## src/hdl/rep_pkg.sv

```systemverilog
`timescale 1ns / 1ps
`default_nettype none
// ----------------------------------------------------------------------------
// rep_pkg: shared types and constants of the ring exclusion sweep
// Field widths, operation and register codes, and the item and result records.
// ----------------------------------------------------------------------------
package rep_pkg;

  localparam int unsigned PROB_W     = 17;
  localparam int unsigned RAND_W     = 16;
  localparam int unsigned OCC_W      = 32;
  localparam int unsigned SITE_OUT_W = 5;
  localparam int unsigned CFG_IDX_W  = 1;

  localparam logic [PROB_W-1:0] PROB_EMPTY_RST = 17'd32768;
  localparam logic [PROB_W-1:0] PROB_OCC_RST   = 17'd65536;

  typedef enum logic [0:0] {
    OP_LOAD   = 1'b0,
    OP_UPDATE = 1'b1
  } rep_op_e;

  typedef enum logic [CFG_IDX_W-1:0] {
    CFG_PROB_AFTER_EMPTY    = 1'b0,
    CFG_PROB_AFTER_OCCUPIED = 1'b1
  } rep_cfg_e;

  typedef struct packed {
    logic              opcode;
    logic [OCC_W-1:0]  load_occupancy;
    logic [RAND_W-1:0] random_value;
  } rep_item_t;

  typedef struct packed {
    logic [SITE_OUT_W-1:0] site_index;
    logic                  hopped;
    logic [OCC_W-1:0]      occupancy;
    logic                  sweep_last;
  } rep_result_t;

endpackage : rep_pkg
`default_nettype wire

```

## src/hdl/rep_if.sv

```systemverilog
`timescale 1ns / 1ps
`default_nettype none
// ----------------------------------------------------------------------------
// rep_if: item channels of the ring exclusion sweep
// Valid/ready channels for step items and for result items.
// ----------------------------------------------------------------------------
interface rep_step_if import rep_pkg::*; ();
  logic              valid;
  logic              ready;
  logic              opcode;
  logic [OCC_W-1:0]  load_occupancy;
  logic [RAND_W-1:0] random_value;

  modport source (output valid, output opcode, output load_occupancy,
                  output random_value, input ready);
  modport sink   (input valid, input opcode, input load_occupancy,
                  input random_value, output ready);
endinterface : rep_step_if

interface rep_result_if import rep_pkg::*; ();
  logic                  valid;
  logic                  ready;
  logic [SITE_OUT_W-1:0] site_index;
  logic                  hopped;
  logic [OCC_W-1:0]      occupancy;
  logic                  sweep_last;

  modport source (output valid, output site_index, output hopped,
                  output occupancy, output sweep_last, input ready);
  modport sink   (input valid, input site_index, input hopped,
                  input occupancy, input sweep_last, output ready);
endinterface : rep_result_if
`default_nettype wire

```

## src/hdl/rep_site_update.sv

```systemverilog
`timescale 1ns / 1ps
`default_nettype none
// ----------------------------------------------------------------------------
// rep_site_update: next-state logic for one item
// Applies a load or a single site update to the ring and sweep state.
// ----------------------------------------------------------------------------
module rep_site_update import rep_pkg::*; #(
  parameter int unsigned SITES = 32
) (
  input  rep_item_t                        item_i,
  input  logic [SITES-1:0]                 ring_i,
  input  logic [$clog2(SITES)-1:0]         next_site_i,
  input  logic [$clog2(SITES+1)-1:0]       remaining_i,
  input  logic                             prev_occ_i,
  input  logic [PROB_W-1:0]                prob_empty_i,
  input  logic [PROB_W-1:0]                prob_occ_i,
  output logic [SITES-1:0]                 ring_o,
  output logic [$clog2(SITES)-1:0]         next_site_o,
  output logic [$clog2(SITES+1)-1:0]       remaining_o,
  output logic                             prev_occ_o,
  output rep_result_t                      result_o
);

  localparam int unsigned SW = $clog2(SITES);
  localparam int unsigned CW = $clog2(SITES+1);

  logic [SW-1:0]     site, below;
  logic              site_full, below_full, hop;
  logic [PROB_W-1:0] thr;
  logic [CW-1:0]     rem_start, rem_after;
  logic [SITES-1:0]  ring_hop;

  always_comb begin
    site       = next_site_i;
    below      = (site == '0) ? SW'(SITES - 1) : site - SW'(1);
    site_full  = ring_i[site];
    below_full = ring_i[below];
    thr        = prev_occ_i ? prob_occ_i : prob_empty_i;
    hop        = site_full && !below_full && ({1'b0, item_i.random_value} < thr);

    // A fresh sweep skips one site when the site below its start is empty.
    if (remaining_i == '0) begin
      rem_start = below_full ? CW'(SITES) : CW'(SITES - 1);
    end else begin
      rem_start = remaining_i;
    end
    rem_after = rem_start - CW'(1);

    ring_hop = ring_i;
    if (hop) begin
      ring_hop[site]  = 1'b0;
      ring_hop[below] = 1'b1;
    end

    if (item_i.opcode == OP_UPDATE) begin
      ring_o      = ring_hop;
      next_site_o = (site == SW'(SITES - 1)) ? '0 : site + SW'(1);
      remaining_o = rem_after;
      prev_occ_o  = site_full;
    end else begin
      ring_o      = SITES'(item_i.load_occupancy);
      next_site_o = next_site_i;
      remaining_o = remaining_i;
      prev_occ_o  = prev_occ_i;
    end

    result_o.occupancy   = OCC_W'(ring_o);
    result_o.site_index  = (item_i.opcode == OP_UPDATE) ? SITE_OUT_W'(site) : '0;
    result_o.hopped      = (item_i.opcode == OP_UPDATE) && hop;
    result_o.sweep_last  = (item_i.opcode == OP_UPDATE) && (rem_after == '0);
  end

endmodule : rep_site_update
`default_nettype wire

```

## src/hdl/ring_exclusion_process_sweep.sv

```systemverilog
`timescale 1ns / 1ps
`default_nettype none
// ----------------------------------------------------------------------------
// ring_exclusion_process_sweep: sequential-update exclusion process on a ring
// Top level with item register, update logic, result register and the
// probability registers.
// ----------------------------------------------------------------------------
// The block returns exactly one result item for each item that it takes: the
// item is captured in an input register, the whole site update is worked out
// from it and lands in the result register together with the new ring state.
// The sustained rate is one item per cycle when the result side does not
// stall, set by the single update stage that reads and writes the ring state.
// A load item replaces the ring occupancy and leaves the sweep position alone;
// an update item visits the next site of the sweep and lets its particle hop
// to the site below when that site is empty and the random value is below the
// threshold chosen by whether the previously visited site was occupied. The
// user must write the two thresholds through the configuration port only while
// the block is idle; the block itself does not enforce this.
// ----------------------------------------------------------------------------
module ring_exclusion_process_sweep import rep_pkg::*; #(
  parameter int unsigned SITES = 32
) (
  input  logic                  clk_i,
  input  logic                  rst_ni,
  input  logic                  cfg_we_i,
  input  logic [CFG_IDX_W-1:0]  cfg_idx_i,
  input  logic [PROB_W-1:0]     cfg_data_i,
  rep_step_if.sink              step_i,
  rep_result_if.source          result_o
);

  localparam int unsigned SW = $clog2(SITES);
  localparam int unsigned CW = $clog2(SITES+1);

  // Threshold registers.
  logic [PROB_W-1:0] prob_empty_q, prob_occ_q;

  // Ring and sweep state.
  logic [SITES-1:0] ring_q, ring_d;
  logic [SW-1:0]    next_site_q, next_site_d;
  logic [CW-1:0]    remaining_q, remaining_d;
  logic             prev_occ_q, prev_occ_d;

  // Input and result registers.
  logic        in_valid_q, out_valid_q;
  rep_item_t   item_q;
  rep_result_t res_q, res_d;
  logic        advance, step_fire;

  // The update stage fires whenever it holds an item and the result register
  // is empty or being emptied, so both stages stream at one item per cycle.
  assign advance      = in_valid_q && (!out_valid_q || result_o.ready);
  assign step_i.ready = !in_valid_q || advance;
  assign step_fire    = step_i.valid && step_i.ready;

  always_ff @(posedge clk_i or negedge rst_ni) begin
    if (!rst_ni) begin
      prob_empty_q <= PROB_EMPTY_RST;
      prob_occ_q   <= PROB_OCC_RST;
    end else if (cfg_we_i) begin
      unique case (rep_cfg_e'(cfg_idx_i))
        CFG_PROB_AFTER_EMPTY:    prob_empty_q <= cfg_data_i;
        CFG_PROB_AFTER_OCCUPIED: prob_occ_q   <= cfg_data_i;
        default: ;
      endcase
    end
  end

  always_ff @(posedge clk_i or negedge rst_ni) begin
    if (!rst_ni) begin
      in_valid_q <= 1'b0;
    end else if (step_i.ready) begin
      in_valid_q <= step_i.valid;
    end
  end

  always_ff @(posedge clk_i) begin
    if (step_fire) begin
      item_q.opcode         <= step_i.opcode;
      item_q.load_occupancy <= step_i.load_occupancy;
      item_q.random_value   <= step_i.random_value;
    end
  end

  rep_site_update #(
    .SITES (SITES)
  ) u_update (
    .item_i       (item_q),
    .ring_i       (ring_q),
    .next_site_i  (next_site_q),
    .remaining_i  (remaining_q),
    .prev_occ_i   (prev_occ_q),
    .prob_empty_i (prob_empty_q),
    .prob_occ_i   (prob_occ_q),
    .ring_o       (ring_d),
    .next_site_o  (next_site_d),
    .remaining_o  (remaining_d),
    .prev_occ_o   (prev_occ_d),
    .result_o     (res_d)
  );

  // The state moves only when an item leaves the update stage.
  always_ff @(posedge clk_i or negedge rst_ni) begin
    if (!rst_ni) begin
      ring_q      <= '0;
      next_site_q <= '0;
      remaining_q <= '0;
      prev_occ_q  <= 1'b0;
    end else if (advance) begin
      ring_q      <= ring_d;
      next_site_q <= next_site_d;
      remaining_q <= remaining_d;
      prev_occ_q  <= prev_occ_d;
    end
  end

  always_ff @(posedge clk_i or negedge rst_ni) begin
    if (!rst_ni) begin
      out_valid_q <= 1'b0;
    end else if (!out_valid_q || result_o.ready) begin
      out_valid_q <= in_valid_q;
    end
  end

  always_ff @(posedge clk_i) begin
    if (advance) begin
      res_q <= res_d;
    end
  end

  assign result_o.valid      = out_valid_q;
  assign result_o.site_index = res_q.site_index;
  assign result_o.hopped     = res_q.hopped;
  assign result_o.occupancy  = res_q.occupancy;
  assign result_o.sweep_last = res_q.sweep_last;

  // The sweep counter never exceeds the ring size and the position stays on it.
  a_state_in_range : assert property (@(posedge clk_i) disable iff (!rst_ni)
    (remaining_q <= CW'(SITES)) && (next_site_q <= SW'(SITES - 1)))
    else $error("sweep state out of range");

  // An update only moves particles, it never creates or destroys one.
  a_particles_kept : assert property (@(posedge clk_i) disable iff (!rst_ni)
    (advance && (item_q.opcode == OP_UPDATE)) |->
      ($countones(ring_d) == $countones(ring_q)))
    else $error("particle count changed by an update");

  // A hop is reported exactly when the ring changes under an update.
  a_hop_matches_ring : assert property (@(posedge clk_i) disable iff (!rst_ni)
    (advance && (item_q.opcode == OP_UPDATE)) |->
      (res_d.hopped == (ring_d != ring_q)))
    else $error("hop flag disagrees with ring update");

endmodule : ring_exclusion_process_sweep
`default_nettype wire

```

## src/flat_wrapper.sv

```systemverilog
// flat-port wrapper written by rule: the top's interface ports become plain ports
module ring_exclusion_process_sweep_flat import rep_pkg::*;
#(
  parameter int unsigned SITES = 32
)
  (clk_i, rst_ni, cfg_we_i, cfg_idx_i, cfg_data_i, step_i_valid, step_i_opcode, step_i_load_occupancy, step_i_random_value, step_i_ready, result_o_valid, result_o_site_index, result_o_hopped, result_o_occupancy, result_o_sweep_last, result_o_ready);
  rep_step_if step_i_i ();
  rep_result_if result_o_i ();
  input  logic clk_i;
  input  logic rst_ni;
  input  logic cfg_we_i;
  input  logic [CFG_IDX_W-1:0] cfg_idx_i;
  input  logic [PROB_W-1:0] cfg_data_i;
  input wire logic [$bits(step_i_i.valid)-1:0] step_i_valid;
  input wire logic [$bits(step_i_i.opcode)-1:0] step_i_opcode;
  input wire logic [$bits(step_i_i.load_occupancy)-1:0] step_i_load_occupancy;
  input wire logic [$bits(step_i_i.random_value)-1:0] step_i_random_value;
  output wire logic [$bits(step_i_i.ready)-1:0] step_i_ready;
  output wire logic [$bits(result_o_i.valid)-1:0] result_o_valid;
  output wire logic [$bits(result_o_i.site_index)-1:0] result_o_site_index;
  output wire logic [$bits(result_o_i.hopped)-1:0] result_o_hopped;
  output wire logic [$bits(result_o_i.occupancy)-1:0] result_o_occupancy;
  output wire logic [$bits(result_o_i.sweep_last)-1:0] result_o_sweep_last;
  input wire logic [$bits(result_o_i.ready)-1:0] result_o_ready;
  assign step_i_i.valid = step_i_valid;
  assign step_i_i.opcode = step_i_opcode;
  assign step_i_i.load_occupancy = step_i_load_occupancy;
  assign step_i_i.random_value = step_i_random_value;
  assign step_i_ready = step_i_i.ready;
  assign result_o_valid = result_o_i.valid;
  assign result_o_site_index = result_o_i.site_index;
  assign result_o_hopped = result_o_i.hopped;
  assign result_o_occupancy = result_o_i.occupancy;
  assign result_o_sweep_last = result_o_i.sweep_last;
  assign result_o_i.ready = result_o_ready;
  ring_exclusion_process_sweep #(.SITES(SITES)) u_core (.clk_i(clk_i), .rst_ni(rst_ni), .cfg_we_i(cfg_we_i), .cfg_idx_i(cfg_idx_i), .cfg_data_i(cfg_data_i), .step_i(step_i_i), .result_o(result_o_i));
endmodule
```

## config.mk

```make
export PLATFORM = sky130hd
export DESIGN_NAME = ring_exclusion_process_sweep_flat
export DESIGN_NICKNAME = d
export VERILOG_FILES = /design/src/hdl/rep_pkg.sv /design/src/hdl/rep_if.sv /design/src/hdl/rep_site_update.sv /design/src/hdl/ring_exclusion_process_sweep.sv /design/src/flat_wrapper.sv
export SDC_FILE = /design/constraint.sdc
export NUM_CORES = 1
export LEC_CHECK = 0
export BUFFER_PORTS_ARGS = -buffer_cell sky130_fd_sc_hd__clkbuf_2
export CORE_MARGIN = 2
export CORE_UTILIZATION = 50
export CTS_CLUSTER_SIZE = 28
export DETAILED_ROUTE_END_ITERATION = 8
export GPL_ROUTABILITY_DRIVEN = 0
export GPL_TIMING_DRIVEN = 0
export PLACE_DENSITY = 0.7
export SLEW_MARGIN = 20
export SYNTH_ARGS = -nofsm -noshare
export SYNTH_HDL_FRONTEND = slang
export SYNTH_SLANG_ARGS = --single-unit
```

## constraint.sdc

```tcl
create_clock -name clk_i -period 4.3 [get_ports clk_i]
set_clock_uncertainty 0.15 [all_clocks]
set_input_delay 0.43 -clock clk_i [delete_from_list [all_inputs] [get_ports clk_i]]
set_output_delay 0.43 -clock clk_i [all_outputs]
set_load 0.01 [all_outputs]
```

==> results of run 1 <==
## what timing repair did
action | 4_1_cts | 5_1_grt
endpoints found under the hold margin | 28 | 0
gates cloned | 0 | 0
hold buffers | 1 | 0
endpoints found under the setup margin | 41 | 16
gates resized for setup | 0 | 1
setup buffers | 0 | 1
pin swaps | 0 | 1
## power by group through the flow
| stage | clock [uW] | combinational, uW | sequential [uW] |
|---|---|---|---|
| CTS | 1540 | 2760 | 2190 |
| detailed placement | 0 | 2750 | 2220 |
| global route | 1610 | 3020 | 2220 |
| floorplan | 0 | 1870 | 2180 |
| finish | 1520 | 2890 | 2190 |
| global placement | 0 | 2660 | 2200 |
## layout make-up
cell class	count	area [sq um]	area share
inverters	9	33.8	0.00325
clock inverters	11	95.1	0.00916
clock buffers	21	493	0.0475
plain buffers	53	241	0.0233
multi-input cells	500	3930	0.378
well taps	225	282	0.0271
flip-flops and latches	168	4650	0.447
repair buffers	117	668	0.0643
## through the flow
step            util  instance area [sq um]  hold slack [ps]
3_5_place_dp   0.565                   9780              283
4_1_cts        0.599                  10400             5.13
2_1_floorplan      -                   8850            -15.6
3_3_place_gp   0.561                   9700              333
5_1_grt        0.600                  10400             3.40
6_report       0.600                  10400             17.7
## cell usage after synthesis (all sizes together), types with 7 or more instances
| cell type | count |
|---|---|
| clkbuf | 37 |
| nor3 | 13 |
| nand4b | 12 |
| nand2b | 7 |
| nor2 | 40 |
| a311o | 28 |
| nand4 | 16 |
| mux2i | 28 |
| a31oi | 11 |
| a41o | 9 |
| dfrtp | 78 |
| mux2 | 45 |
| nor2b | 25 |
| nand3 | 7 |
| a41oi | 8 |
| o311a | 15 |
| mux4 | 14 |
| inv | 8 |
| o21ai | 29 |
| a21oi | 14 |
| or4 | 9 |
| and2 | 17 |
| nand2 | 79 |
| edfxtp | 88 |
| ha | 23 |
| buf | 19 |
## registers in the layout, indices dropped and copies added (netlist names)
signal / flops
u_core.next_site_q: 5
u_core.prev_occ_q: 1
u_core.ring_q: 32
u_core.result_o.hopped: 1
u_core.in_valid_q: 1
u_core.item_q: 49
u_core.result_o.valid: 1
u_core.remaining_q: 6
u_core.result_o.sweep_last: 1
u_core.result_o.occupancy: 32
u_core.prob_occ_q: 17
u_core.prob_empty_q: 17
u_core.result_o.site_index: 5
## layer usage
layer  track usage  vias up  routed length (um)
met1         0.356     3406                9780
met4         0.116        0                 929
met3        0.0641       81                2330
li1              -     3100                   -
met2         0.405      437               11100
met5             0        -                   0
## worst max-delay path, delay by kind of cell, from the launching register on
family          cells  cell delay (ps)
compound gates      5             1140
fa+ha+maj           1              290
buf+inv             5             1570
flops               1              410
simple gates        2              320
## worst min-delay path by stage
stage | from | end | slack, ps | depth (start not counted)
2_1_floorplan | rst_ni | u_core.in_valid_q$_DFFE_PN0N_ | -20 | 0
3_3_place_gp | u_core.prob_occ_q[0]$_DFFE_PN0P_ | u_core.prob_occ_q[0]$_DFFE_PN0P_ | 330 | 1
3_5_place_dp | rst_ni | u_core.prob_empty_q[7]$_DFFE_PN0P_ | 280 | 1
4_1_cts | step_i_load_occupancy[18] | u_core.item_q[34]$_DFFE_PP_ | 5 | 1
5_1_grt | step_i_random_value[13] | u_core.item_q[13]$_DFFE_PP_ | 3 | 1
6_report | step_i_random_value[1] | u_core.item_q[1]$_DFFE_PP_ | 20 | 1
## logic make-up (layout without fill, tap and decap cells)
group / count (synthesis) / after routing
AND/OR/NAND/NOR: 242 / 242
multiplexers: 87 / 87
flip-flops: 168 / 168
AO/OA/AOI/OAI: 148 / 148
buffers and inverters: 65 / 211
adder cells (fa/ha/maj): 23 / 23
==> impl_metrics.toml, run 1 <==
[yosys]
yosysTopAreaCellShare = 0.298
synth-simple-area-share = 0.147
yosysTopAreaCell = "edfxtp_1"
yosys_warnings = 0
synth_seq_cells = 168
avgSynthCellArea_sq_um = 12.1
synthAdderAreaFrac = 0.0325
netlist_area_sq_mm = 0.00885
synthTopCellsByArea = "edfxtp_1, dfrtp_1, mux2_2"
synthCells = 733
ys_seq_area_frac = 0.525
synth_top_family_by_area = "simple AND/OR/NAND/NOR gates"
synth.mux.area_fraction = 0.127
synth-xor-area-share = 0
syn_nets = 828
synthDistinctLibCells = 59
synthArstFlopShare = 0.476
synth_edf_count = 88
synth_ff_type = "edfxtp_1"
synth_compound_area_frac = 0.136

[drt]
drt-initial-drc-count = 941
vias = 7024
drt.antenna.violating_nets = 0
firstDrtPassIters = 6
viasPerCell = 6.36
wl_per_cell_um = 21.9
drc_errors = 0
drt-total-wl_um = 24200

[clocking]
cts_max_level = 4
cts.sinks = 168
root_buffer = "clkbuf_16"
clkLatencyLatePin_ps = 430
cts_max_path_buffers = 2
cts_tree = "built"
path_clk_slew_ps = 70
cts_buffers = 17

[critical_path]
rr_startpoint = "u_core.next_site_q[1]$_DFFE_PN0P_"
start_kind = "flop"
r2r-end = "u_core.result_o.occupancy[20]$_DFFE_PP_"
crit_path_frequent_cell = "buf_2"
endpoint = "u_core.result_o.occupancy[20]$_DFFE_PP_"
crit_path_cell_trace = "buf_2 > inv_1 > ha_1 > clkbuf_1 > nor3_1 > a22oi_1 > o22ai_1 > a32oi_2 > and4_1 > buf_2 > buf_2 > a41oi_1 > a31o_2"
end_kind = "flop"
crit_path_top_delay_cell = "clkbuf_1"
worstPathArrival_ps = 4180
cpPeakStageDelay_ps = 570
rrSetupSlack_ps = 160
reg2reg_depth = 13
crit_path_start = "u_core.next_site_q[1]$_DFFE_PN0P_"
crit_required_ps = 4330
crit_type = "reg -> reg"
path_max_fanout = 17

[timing]
fin_setup_tns_ps = 0
hold_viol = 0
setup_ws_ps = 158
setup_violations = 0
rsz0062_at_grt = "false"
slew-limit-headroom = 0.347
maxSlewViolCount = 0
fin_crit_ps = 4140
fmax_mhz = 241
worst_pin_slew_ps = 979
fin_crit_sh = 0.963

[cells_and_area]
most-common-layout-cells = "clkbuf_2, edfxtp_1, nand2_1"
nFillCells = 1411
drive_above_1_share = 0.281
fin_cells = 1104
antenna_cells = 0
layout.nets = 961
syn2layout_area_growth_pct = 17.3
layout_commonest_cell = "clkbuf_2"

[global_routing]
grt_max_degree = 53
overflow = 0
grt_pass1_vias = 7061
grt_pass1_wl_um = 37200
antenna_found_initial = 0
grt_use_total = 0.263

[floorplanning]
rows = 48
fp.dieArea_sq_mm = 0.0188
io_pins = 113
die_w_um = 137
core_sq_mm = 0.0173
start_util = 0.512
dieHeight_um = 137

[power]
p_per_area_mw_per_mm2 = 636
power.internal_uw = 3810
pwr-share-seq = 0.332
ir_drop_v = 0.000401
p_sw_frac = 0.424
p_total_uw = 6600
p_comb_frac = 0.438
clkPwrFrac = 0.230
leakage_uw = 0.00412
power_switching_uw = 2800

[placed_design]
dpl.cell_count = 1073
port_buffers = 112
detailed_place_hpwl_um = 17100
pre_cts_ws_ps = -276

[flow_run]
drv_cap = 0

[outcome]
status = "finished, final reports clean"

[worst_hold_path]
min_path_type = "in -> reg"
No activity file was read; power rests on OpenSTA's default activity.
==> inputs of run 2 (changes only) <==
--- a/config.mk
+++ b/config.mk
@@ -13,6 +13,7 @@
 export GPL_ROUTABILITY_DRIVEN = 0
 export GPL_TIMING_DRIVEN = 0
 export PLACE_DENSITY = 0.7
+export RECOVER_POWER = 25
 export SLEW_MARGIN = 20
 export SYNTH_ARGS = -nofsm -noshare
 export SYNTH_HDL_FRONTEND = slang
==> run 2 against run 1 <==
Effect of this change:
- the flow now finishes with violations (capacitance limit, slew limit)
- flip-flop and latch count stayed put
- combinational power hardly changed
- core utilization is 0.18 points lower
- fmax is 0.89% lower
- register-to-register slack worse by 40 ps
- non-clock buffer count stayed put
- cell area is 0.30% lower
- wire length is 0.30% lower
- global-route usage stayed put
- clock-buffer cell count stayed put
- first-iteration DRC count is 6.7% lower
- power is 0.19% lower
==> impl_metrics.toml, run 2 (synthesized netlist as in run 1, its figures left out) <==
[outcome]
status = "finished, violations left"
violations = "capacitance limit, slew limit"

[floorplanning]
fp.dieArea_sq_mm = 0.0188
die_w_um = 137
io_pins = 113
start_util = 0.512
core_sq_mm = 0.0173
rows = 48
dieHeight_um = 137

[critical_path]
crit_path_top_delay_cell = "clkbuf_1"
crit_path_frequent_cell = "clkbuf_1"
crit_path_start = "u_core.prev_occ_q$_DFFE_PN0P_"
end_kind = "flop"
path_buf_inv = 3
crit_type = "reg -> reg"
rr_startpoint = "u_core.prev_occ_q$_DFFE_PN0P_"
crit_path_cell_trace = "buf_2 > mux2i_1 > ha_1 > a21o_1 > a21oi_1 > o221ai_1 > o2bb2ai_1 > nor2_2 > clkbuf_1 > clkbuf_1 > nand4_1 > nand4b_1"
start_kind = "flop"
worstPathArrival_ps = 4380
path_delay_family = "buffers and inverters"
crit_required_ps = 4500
cpPeakStageDelay_ps = 540
path_max_fanout = 18

[timing]
setup_violations = 0
maxSlewViolCount = 30
rsz0062_at_grt = "false"
fmax_mhz = 239
worst_pin_slew_ps = 1690
setup_ws_ps = 121
whs_ps = 19.0
slew-limit-headroom = -0.127
hold_viol = 0
fin_crit_sh = 0.972
fin_setup_tns_ps = 0
fin_crit_ps = 4180

[drt]
vias = 7017
drt.antenna.violating_nets = 0
wl_per_cell_um = 21.8
drc_errors = 0
firstDrtPassIters = 6
drt-total-wl_um = 24100
drt-initial-drc-count = 878
viasPerCell = 6.36

[clocking]
cts.sinks = 168
cts_max_level = 4
clkLatencyLatePin_ps = 430
cts_tree = "built"
cts_buffers = 17
path_clk_slew_ps = 70
cts_max_path_buffers = 2
root_buffer = "clkbuf_16"

[cells_and_area]
fin_cells = 1104
most-common-layout-cells = "clkbuf_2, edfxtp_1, nand2_1"
layout_commonest_cell = "clkbuf_2"
largest_reg_flops = 49
multi_input_area_sq_mm = 0.00393
layout.nets = 961
nFillCells = 1419
antenna_cells = 0
drive_above_1_share = 0.275
top_register = "u_core.item_q"
register_area_sq_mm = 0.00465
syn2layout_area_growth_pct = 16.9

[worst_hold_path]
hp-start = "step_i_random_value[1]"
min_path_type = "in -> reg"

[global_routing]
grt_pass1_wl_um = 37200
overflow = 0
grt_pass1_vias = 7061
grt_use_total = 0.263
grt_max_degree = 53
antenna_found_initial = 0

[placed_design]
pre_cts_ws_ps = -276
port_buffers = 112
dpl.cell_count = 1073
detailed_place_hpwl_um = 17100

[power]
leakage_uw = 0.00410
ir_drop_v = 0.000393
p_per_area_mw_per_mm2 = 636

[flow_run]
drv_cap = 1
[run 2: cell type report]
class                      count  share of cell area
clock buffer                  21              0.0476
multi-input combinational    500               0.379
clock inverter                11             0.00918
sequential                   168               0.449
tap                          225              0.0272
inverter                       9             0.00326
timing repair buffer         117              0.0615
buffer                        53              0.0233
[run 2: stage by stage]
step,cell area [sq um],util,power [uW]
4_1_cts,10400,0.599,6490
2_1_floorplan,8850,-,4050
3_5_place_dp,9780,0.565,4970
3_3_place_gp,9700,0.561,4860
5_1_grt,10400,0.599,6850
6_report,10400,0.599,6590
[run 2: power breakdown]
group | switching, uW | total, uW | internal, uW | leakage, uW
Clock | 681 | 1520 | 843 | 0.000292
Combinational | 1900 | 2870 | 970 | 0.00205
Sequential | 204 | 2190 | 1990 | 0.00175
[run 2: repair_timing]
action | in CTS | in global routing
setup buffers | 0 | 1
gates resized for setup | 0 | 1
pin swaps | 0 | 1
endpoints found under the hold margin | 28 | 0
setup endpoints to repair | 41 | 16
hold buffers | 1 | 0
cloned | 0 | 0
[run 2: worst register-to-register path, delay by kind of cell, from the launching register on]
kind	cells	cell delay [ps]
buf+inv	3	1510
simple gates	3	880
compound gates	4	710
flops	1	310
mux	1	290
fa+ha+maj	1	280
[run 2: path summary, 6_finish.rpt]
| kind | to | slack, ps | cells past startpoint |
|---|---|---|---|
| max | u_core.ring_q[9]$_DFFE_PN0P_ | 120 | 12 |
| min | u_core.item_q[1]$_DFFE_PP_ | 20 | 1 |
| max reg2reg | u_core.ring_q[9]$_DFFE_PN0P_ | 120 | 12 |
| min reg2reg | u_core.prob_occ_q[15]$_DFFE_PN0P_ | 360 | 1 |
| max in group asynchronous | u_core.ring_q[3]$_DFFE_PN0P_ | 1020 | 3 |
| min in group asynchronous | u_core.prob_empty_q[7]$_DFFE_PN0P_ | 820 | 2 |
[run 2: metal layers]
| layer | share of wire | track usage | vias to the layer above |
|---|---|---|---|
| met3 | 0.093 | 0.0641 | 85 |
| met4 | 0.037 | 0.116 | 0 |
| li1 | - | - | 3095 |
| met2 | 0.46 | 0.405 | 448 |
| met5 | 0 | 0 | - |
| met1 | 0.41 | 0.356 | 3389 |
